===== config.mk =====
export PLATFORM = sky130hd
export DESIGN_NAME = gb5_tap5
export DESIGN_NICKNAME = d
export VERILOG_FILES = /design/src/rtl/core/gb5_pkg.sv /design/src/rtl/core/gb5_tap5.sv
export SDC_FILE = /design/constraint.sdc
export NUM_CORES = 1
export LEC_CHECK = 0
export BUFFER_PORTS_ARGS = -buffer_cell sky130_fd_sc_hd__buf_2
export CAP_MARGIN = 20
export CORE_UTILIZATION = 45
export DETAILED_ROUTE_END_ITERATION = 6
export PLACE_DENSITY = 0.83
export SYNTH_ARGS = -nofsm -noshare
export SYNTH_HDL_FRONTEND = slang
export SYNTH_SLANG_ARGS = --single-unit

===== constraint.sdc =====
create_clock -name vclk -period 3.7
set_clock_uncertainty 0.15 [all_clocks]
set_input_delay 0 -clock vclk [all_inputs]
set_output_delay 0 -clock vclk [all_outputs]
set_load 0.01 [all_outputs]

===== src/rtl/core/gb5_pkg.sv =====
// Shared types and constants for the 5x5 binomial blur.
// No dependencies; imported by gb5_tap5, gb5_pos and the blur top level.
`default_nettype none

package gb5_pkg;

  // Default frame limits, handed to the top level as parameter defaults
  localparam int GB5_MAX_WIDTH  = 512;
  localparam int GB5_MAX_HEIGHT = 512;

  // Kernel geometry
  localparam int KS     = 5;
  localparam int NLINES = 4;
  localparam int HALO   = 4;

  // Word widths
  localparam int PIX_W  = 8;
  localparam int CFG_W  = 10;
  localparam int CIDX_W = 1;
  localparam int LINE_W = NLINES * PIX_W;

  // Configuration register indexes
  localparam logic [CIDX_W-1:0] CFG_FRAME_WIDTH  = 1'b0;
  localparam logic [CIDX_W-1:0] CFG_FRAME_HEIGHT = 1'b1;

  // Per-word position flags travelling down the pipeline
  typedef struct packed {
    logic border;     // first four rows or columns: pass through
    logic last;       // last pixel of the frame
  } gb5_tag_t;

  typedef logic [PIX_W-1:0] pix_t;

endpackage

`default_nettype wire


===== src/rtl/core/gb5_tap5.sv =====
// Five-tap binomial weighted sum (1 4 6 4 1), combinational.
// Depends on gb5_pkg; used for both the row and the column pass.
`default_nettype none

module gb5_tap5
  import gb5_pkg::*;
#(
  parameter int IN_W = 8
) (
  input  wire logic [KS-1:0][IN_W-1:0] tap,
  output logic      [IN_W+3:0]         sum
);

  logic [IN_W+3:0] t0, t1, t2, t3, t4;

  // weights 1 4 6 4 1 as shifts and adds
  always_comb begin
    t0  = (IN_W+4)'(tap[0]);
    t1  = (IN_W+4)'(tap[1]) << 2;
    t2  = ((IN_W+4)'(tap[2]) << 2) + ((IN_W+4)'(tap[2]) << 1);
    t3  = (IN_W+4)'(tap[3]) << 2;
    t4  = (IN_W+4)'(tap[4]);
    sum = (t0 + t4) + (t1 + t3) + t2;
  end

endmodule

`default_nettype wire


==> flow_summary_export.csv <==
group,metric,value,unit
outcome,status,"finished, final reports clean",
yosys,syn_nets,272,
placed_design,dp_hpwl,2740,um
global_routing,grt_usage,17.6,%
job,drv_cap,0,
layout,nClkBuffers,0,
worst_setup_path,timing.critical_path.fanout_max,6,
layout,drive_above_1_share,29.1,%
timing,slew_viol_final,0,
pwr,p_total,1070,uW
timing,holdWs,142,ps
placed_design,dp_slack,-59.3,ps
worst_setup_path,cp_slowest_stage_delay,450,ps
cts,cts_hold_buf,0,
global_routing,grt_pass1_wl,5060,um
pwr,power.density,563,nW/um^2
layout,antenna_cells,0,
timing,finalSetupViolations,0,
timing,setup_ws,200,ps
yosys,synth_top_area_share,30.0,%
die,die_h,59.8,um
detailed_routing,drtPass1Iterations,4,
die,core_area,3100,um^2
hold_path,min_delay_worst_endpoint,"sum[0]",
layout,finalNonFillerCells,288,
layout,area_growth,26.3,%
hold_path,worstHoldStart,"tap[32]",
global_routing,grt_start_max_net_pins,7,
worst_setup_path,crit_type,"input port to primary output",
worst_setup_path,crit_buf_inv,3,
layout,seq_cell_count,0,
detailed_routing,routedWlPerCell,10.3,um
timing,min_period_over_period,94.6,%
yosys,avgSynthCellArea,8.12,um^2
timing,tightestPinTransition,285,ps
placed_design,gp_congestion,0.785,
die,start_util,48.4,%
die,rows,20,
yosys,synthesis.area,1500,um^2
placed_design,dp_cells,287,
pwr,leakage,0.00103,uW
layout,fillers,311,
timing,min_period,3500,ps
worst_setup_path,worst_setup_path_start_kind,"input port",
timing,fmax,0.286,GHz
layout,multiInputGateArea,1420,um^2
detailed_routing,routed_via_density,5.04,
placed_design,io_buffers,52,
worst_setup_path,cp.arrival,3350,ps
worst_setup_path,cp-end-kind,"primary output",
hold_path,min_path_type,"input port to primary output",
detailed_routing,drt_iter0_markers,25,
detailed_routing,ant_nets,0,
worst_setup_path,path_cells,"buf_2 -> ha_1 -> fa_2 -> a21o_1 -> a21oi_2 -> o21ai_2 -> nor2_1 -> xor2_1 -> fa_1 -> inv_2 -> ha_4 -> and3_4 -> a2111oi_4 -> o21ai_1 -> a21oi_2 -> xnor2_1 -> buf_2",
yosys,syn_inst,185,
yosys,synth_cell_type_count,28,
yosys,synthTopCellsByArea,"ha_1 30%, fa_1 15%, xor2_1 7.6%",
detailed_routing,postRouteWirelength,2970,um
detailed_routing,vias,1452,
layout,final-seq-area,0,um^2
worst_setup_path,required,3550,ps
layout,fin_nets,333,
die,dieArea,3570,um^2
yosys,synth_area_leader_cell,"ha_1",
worst_setup_path,crit_family,"adder cells",
global_routing,grt_antenna_before_repair,0,
global_routing,grt_pass1_vias,1330,
die,die_w,59.8,um
timing,slew-limit-headroom,80.7,%
die,ios,52,
timing,hold_viol_final,0,
hold_path,hold_path_depth,3,
pwr,ir_worst_vdd,231,uV
yosys,ys_seq_area_share,0,%
detailed_routing,drc,0,
global_routing,grt_overflow,0,
worst_setup_path,startpoint,"tap[0]",
yosys,ys_warn_count,0,
worst_setup_path,critical-path-slowest-cell,"fa_1",
-- metal layers --
metal	track usage (%)	part of all wire (%)	vias to the layer above
li1	-	-	766
met1	21.3	45	649
met2	36.0	52	37
met3	0.433	3.7	0
met4	0	0	0
met5	0	0	-
-- placed cells by master (no fill, tap or decap), types with 4 or more instances in the layout --
master	count
fa_1	10
nand2_1	8
a31oi_1	4
ha_1	35
nor2_1	7
a21oi_1	14
inv_1	29
buf_2	52
xor2_1	13
a21o_1	6
nor3_1	5
buf_4	7
o21bai_1	6
xnor2_1	12
nand3_1	5
o21ai_0	6
-- per-stage QoR --
step                cell area, um^2  util, %  setup TNS (ps)
floorplan                      1500        -               0
global placement               1860     60.0               0
detailed placement             1860     60.0           -79.5
CTS                            1870     60.2               0
global route                   1900     61.1           -16.5
finish                         1900     61.1               0
-- worst min-delay path, stage by stage --
cell   delay [ps]
buf_2          80
ha_1          100
buf_2         110
-- worst max-delay path by stage --
stage | end | slack, ps | depth (start not counted)
floorplan | sum[11] | 300 | 15
global placement | sum[11] | 40 | 17
detailed placement | sum[11] | -60 | 17
CTS | sum[11] | 20 | 17
global route | sum[11] | -10 | 17
finish | sum[11] | 200 | 17
-- layout make-up --
class,instances,share of cell area (%)
Inverter,30,5.94
Tap cell,44,2.90
Timing Repair Buffer,59,16.5
Multi-Input combinational cell,155,74.7
-- kinds of logic (layout without fill, tap and decap cells) --
logic type / count (synthesis) / in the layout / synth area share, %
buf+inv: 30 / 89 / 7.50
xor+xnor: 25 / 25 / 14.6
compound gates: 47 / 47 / 20.8
fa+ha+maj: 47 / 47 / 44.7
simple gates: 36 / 36 / 12.4
-- cells in the mapped netlist (4+ instances only) --
master / number
ha_1: 36
inv_1: 30
a21oi_1: 16
xor2_1: 13
xnor2_1: 12
fa_1: 11
nand2_1: 8
nor2_1: 7
o21ai_0: 7
a21o_1: 6
o21bai_1: 6
nand3_1: 5
nor3_1: 5
a31oi_1: 4
-- power by group --
group          internal (uW)  switching [uW]
clock network              0               0
logic                    515             552
registers                  0               0
-- repair_timing --
item	in CTS	in global routing
endpoints found under the setup margin	2	3
setup buffers	0	1
pin swaps	3	7
gates resized for setup	3	6
No activity file was read; power rests on OpenSTA's default activity.
