$ cat src/rtl/core/gb5_pkg.sv
// Shared types and constants for the 5x5 binomial blur.
// No dependencies; imported by gb5_tap5, gb5_pos and the blur top level.
`default_nettype none

package gb5_pkg;

  // Default frame limits, handed to the top level as parameter defaults
  localparam int GB5_MAX_WIDTH  = 512;
  localparam int GB5_MAX_HEIGHT = 512;

  // Kernel geometry
  localparam int KS     = 5;
  localparam int NLINES = 4;
  localparam int HALO   = 4;

  // Word widths
  localparam int PIX_W  = 8;
  localparam int CFG_W  = 10;
  localparam int CIDX_W = 1;
  localparam int LINE_W = NLINES * PIX_W;

  // Configuration register indexes
  localparam logic [CIDX_W-1:0] CFG_FRAME_WIDTH  = 1'b0;
  localparam logic [CIDX_W-1:0] CFG_FRAME_HEIGHT = 1'b1;

  // Per-word position flags travelling down the pipeline
  typedef struct packed {
    logic border;     // first four rows or columns: pass through
    logic last;       // last pixel of the frame
  } gb5_tag_t;

  typedef logic [PIX_W-1:0] pix_t;

endpackage

`default_nettype wire

$ cat src/rtl/core/gb5_pos.sv
// Frame size registers and row/column position counters.
// Depends on gb5_pkg; flags border and last-of-frame for each accepted word.
`default_nettype none

module gb5_pos
  import gb5_pkg::*;
#(
  parameter int MAX_WIDTH  = GB5_MAX_WIDTH,
  parameter int MAX_HEIGHT = GB5_MAX_HEIGHT,
  parameter int CCNT_W     = $clog2(MAX_WIDTH)
) (
  input  wire logic              clk,
  input  wire logic              rst_n,
  input  wire logic              cfg_we,
  input  wire logic [CIDX_W-1:0] cfg_index,
  input  wire logic [CFG_W-1:0]  cfg_data,
  input  wire logic              step,
  output logic      [CCNT_W-1:0] col,
  output gb5_tag_t               tag
);

  localparam int RCNT_W = $clog2(MAX_HEIGHT);
  localparam int WL_W   = (CCNT_W + 1 > CFG_W) ? CCNT_W + 1 : CFG_W;
  localparam int HL_W   = (RCNT_W + 1 > CFG_W) ? RCNT_W + 1 : CFG_W;

  logic [WL_W-1:0]   width_r;
  logic [HL_W-1:0]   height_r;
  logic [WL_W-1:0]   wlim;
  logic [HL_W-1:0]   hlim;
  logic [CCNT_W-1:0] col_r, col_nxt;
  logic [RCNT_W-1:0] row_r, row_nxt;
  logic              col_wrap, row_wrap;

  // size registers
  always_ff @(posedge clk) begin
    if (!rst_n) begin
      width_r  <= WL_W'(MAX_WIDTH);
      height_r <= HL_W'(MAX_HEIGHT);
    end else if (cfg_we) begin
      case (cfg_index)
        CFG_FRAME_WIDTH:  width_r  <= WL_W'(cfg_data);
        CFG_FRAME_HEIGHT: height_r <= HL_W'(cfg_data);
        default: ;
      endcase
    end
  end

  // last column / row index: zero acts as one, oversize as the maximum
  always_comb begin
    if (width_r == '0) begin
      wlim = '0;
    end else if (width_r > WL_W'(MAX_WIDTH)) begin
      wlim = WL_W'(MAX_WIDTH - 1);
    end else begin
      wlim = width_r - 1'b1;
    end
    if (height_r == '0) begin
      hlim = '0;
    end else if (height_r > HL_W'(MAX_HEIGHT)) begin
      hlim = HL_W'(MAX_HEIGHT - 1);
    end else begin
      hlim = height_r - 1'b1;
    end
  end

  // counter step; a counter past a shrunk limit wraps on its next step
  always_comb begin
    col_wrap = WL_W'(col_r) >= wlim;
    row_wrap = HL_W'(row_r) >= hlim;
    col_nxt  = col_r;
    row_nxt  = row_r;
    if (col_wrap) begin
      col_nxt = '0;
      row_nxt = row_wrap ? '0 : row_r + 1'b1;
    end else begin
      col_nxt = col_r + 1'b1;
    end
  end

  always_ff @(posedge clk) begin
    if (!rst_n) begin
      col_r <= '0;
      row_r <= '0;
    end else if (step) begin
      col_r <= col_nxt;
      row_r <= row_nxt;
    end
  end

  assign col        = col_r;
  assign tag.border = (row_r < RCNT_W'(HALO)) || (col_r < CCNT_W'(HALO));
  assign tag.last   = col_wrap && row_wrap;

endmodule

`default_nettype wire

$ cat config.mk
export PLATFORM = sky130hd
export DESIGN_NAME = gb5_pos
export DESIGN_NICKNAME = d
export VERILOG_FILES = /design/src/rtl/core/gb5_pkg.sv /design/src/rtl/core/gb5_pos.sv
export SDC_FILE = /design/constraint.sdc
export NUM_CORES = 1
export LEC_CHECK = 0
export BUFFER_PORTS_ARGS = -buffer_cell sky130_fd_sc_hd__buf_2
export CORE_UTILIZATION = 30
export CTS_CLUSTER_DIAMETER = 200
export DETAILED_ROUTE_END_ITERATION = 7
export HOLD_SLACK_MARGIN = 0.06
export PLACE_DENSITY = 0.44
export SETUP_SLACK_MARGIN = 0.3
export SYNTH_ARGS = -nofsm -noshare
export SYNTH_HDL_FRONTEND = slang
export SYNTH_SLANG_ARGS = --single-unit
$ cat constraint.sdc
create_clock -name clk -period 3.3 [get_ports clk]
set_clock_uncertainty 0.1 [all_clocks]
set_input_delay 0 -clock clk [delete_from_list [all_inputs] [get_ports clk]]
set_output_delay 0 -clock clk [all_outputs]
set_load 0.005 [all_outputs]
==> metrics.txt <==
status=completed; most numerous cell in the Yosys netlist=nand2_1; initial antenna violation count=0; TritonCTS clock tree=yes; CTS sink cnt=38; Critical Path RT=3200 ps; Reg2Reg Setup Slack=70 ps; Worst Setup End Kind=primary output; Buf/Inv on CP=1; final hold violation count=0; layout cell share with drive strength beyond 1=22.2%; vias=2402; CTS Buf Count=5; Iter 0 DRT Violations=51; Setup Crit Path Kind=reg -> out; CP startpoint=width_r[5]; Reg2Reg Depth=15; CTS H-Tree Depth=2; Critical Path Max Stage Delay=560 ps; CTS clock-pin slew for the worst setup and hold paths=80 ps; Remaining DRCs=0; PwrDens=320 nW/µm²; Max IR drop VDD=0.000149 V; Avg Cell Area, Syn=8.11 µm²; Final Slew Violations=0; CTS Root Cell=clkbuf_8; Die Width=96.2 µm; RSZ-0062 raised after global routing=true; Max Freq=309 MHz; FILL cells=899; synth top area cells=dfxtp_1, ha_1, nand2_1; fin nets=414; EDFF count, synth=0; Netlist Area Pre-Place=2660 µm²; Yosys top cell by area=dfxtp_1; max_cap viols=0; GRT Util Overall=15.7%; mux contribution to synthesized area=0%; largest family of logic cells by synthesized area=simple AND/OR/NAND/NOR gates; fin crit period=3240 ps; Final Cycle Share=98.1%; post-synthesis simple-gate area fraction=29.4%; WL/cell=13.6 µm; Top delay family on crit path=simple AND/OR/NAND/NOR gates; Net Count, Synth=365; final hold slack=148 ps; Synth Instances=328; r2r startpoint=width_r[5]; RR Endpoint=row_r[6]; ys async rst share=0%; top cell type's share of synthesized area=28.6%; Worst Tran Pin Value=861 ps; Final ANT Viol Nets=0; Total Power=1.06 mW; diodes inserted=0; num rows=33; Most used DFF post-synth=dfxtp_1; Netlist cell types=45; Ys Warns=0; CP startpoint kind=flip-flop; Worst Hold Class=in -> reg; Yosys reg bits=38; io pins=26; post-DP HPWL=4840 µm; vias per cell=4.97; largest net degree at the start of global routing=53; global-route wire length before repair=11100 µm; die area=9250 µm²; Static Leakage=1.40 nW; Synth Area in Compound Gates=20.8%; Clock Tree Buf Depth=2; Setup Viol. Count Final=0; Placer Congestion=0.782; CP cell instances=or4_4 -> or3_4 -> or2_4 -> a21oi_2 -> a21oi_1 -> ha_1 -> nor3b_2 -> o21ai_1 -> a21oi_2 -> or3_4 -> nor2_1 -> buf_2; Synth-to-Final Area Change=24.4%; Starting Density=31.7%; grt total ovfl=0; vias in the first global route=2384; Adder-Cell Fraction of Synth Area=12.2%; Clock Latency Late Sink=290 ps; Synth Area in XOR/XNOR=4.94%; TritonRoute pass-1 iters=4; WP depth=12; Rel. slew slack=42.6%; Worst path slowest cell=or4_4; setup_tns=0 ps; Worst Path Arrival=3140 ps; port bufs=25; Worst setup endpoint=tag[0]; crit path max fanout=4; Commonest cells post-synth=nand2_1, dfxtp_1, ha_1; Routed Wire Length=6550 µm; post-synthesis sequential area ratio=28.6%; Die H=96.2 µm; core region area=8380 µm²
## cell usage in the layout, fill, tap and decap left out, types with 10 or more instances in the layout
cell type       n
nand2_1        59
dfxtp_1        35
buf_2          25
ha_1           22
a21boi_0       18
nor2_1         17
a21oi_1        14
dlygate4sd3_1  14
buf_4          14
inv_1          10
## layout make-up
type / instances / area, µm² / area share, %
Clock buffer: 7 / 86.3 / 2.61
Clock inverter: 1 / 5.00 / 0.151
Inverter: 10 / 37.5 / 1.13
Multi-Input combinational cell: 266 / 1880 / 56.8
Sequential cell: 38 / 764 / 23.1
Tap cell: 105 / 131 / 3.97
Timing Repair Buffer: 56 / 404 / 12.2
## power breakdown
part | total (mW) | leakage (nW) | switching (mW) | internal, mW
Combinational | 0.231 | 1.05 | 0.118 | 0.113
Clock | 0.337 | 0.0482 | 0.168 | 0.169
Sequential | 0.492 | 0.310 | 0.0198 | 0.472
## logic make-up after synthesis
logic type,after synthesis
AOI/OAI and AO/OA,75
xor gates and xnor gates,15
adders and majority gates,27
buffers and inverters,24
DFF,38
and+or+nand+nor,149
## metal layers
layer / vias to the layer above / routed length (µm) / GRT usage, %
met3: 10 / 149 / 2.84
met5: - / 0 / 0
li1: 1279 / - / -
met2: 26 / 3010 / 25.5
met1: 1087 / 3300 / 20.8
met4: 0 / 97 / 4.98
## sequential cells by signal (all words and copies together), names as in the netlist
name,count
width_r,10
col,9
height_r,10
row_r,9
## through the flow
step | setup slack [ps] | std cells | instance area, µm² | utilization, %
final | 62.3 | 483 | 3310 | 39.5
after global routing | -67.3 | 483 | 3310 | 39.5
after CTS | 53.4 | 481 | 3270 | 39.1
after detailed placement | 110 | 455 | 2970 | 35.5
after global placement | 152 | 455 | 2970 | 35.5
after floorplan | 221 | 328 | 2710 | -
## worst min path at each step
stage	from	slack [ps]	to	cells past startpoint
2_1_floorplan	cfg_data[3]	40	width_r[3]	2
4_1_cts	cfg_we	140	height_r[7]	4
6_report	cfg_we	150	width_r[2]	4
5_1_grt	cfg_we	180	width_r[1]	4
3_3_place_gp	cfg_data[9]	160	height_r[9]	3
3_5_place_dp	cfg_data[9]	170	width_r[9]	3
## what timing repair did
action                                  CTS  global route
setup buffers                             4             2
cloned                                    0             0
resized for setup                         9             3
hold buffers                             14             0
pin swaps                                18             9
endpoints found under the setup margin   19            19
hold endpoints to repair                 24             0
## tightest hold or removal path, stage by stage
cell and delay (ps):
buf_2 110, nand2b_1 200, nand2_1 120, a21boi_0 60
(Power assumes the default switching activity.)
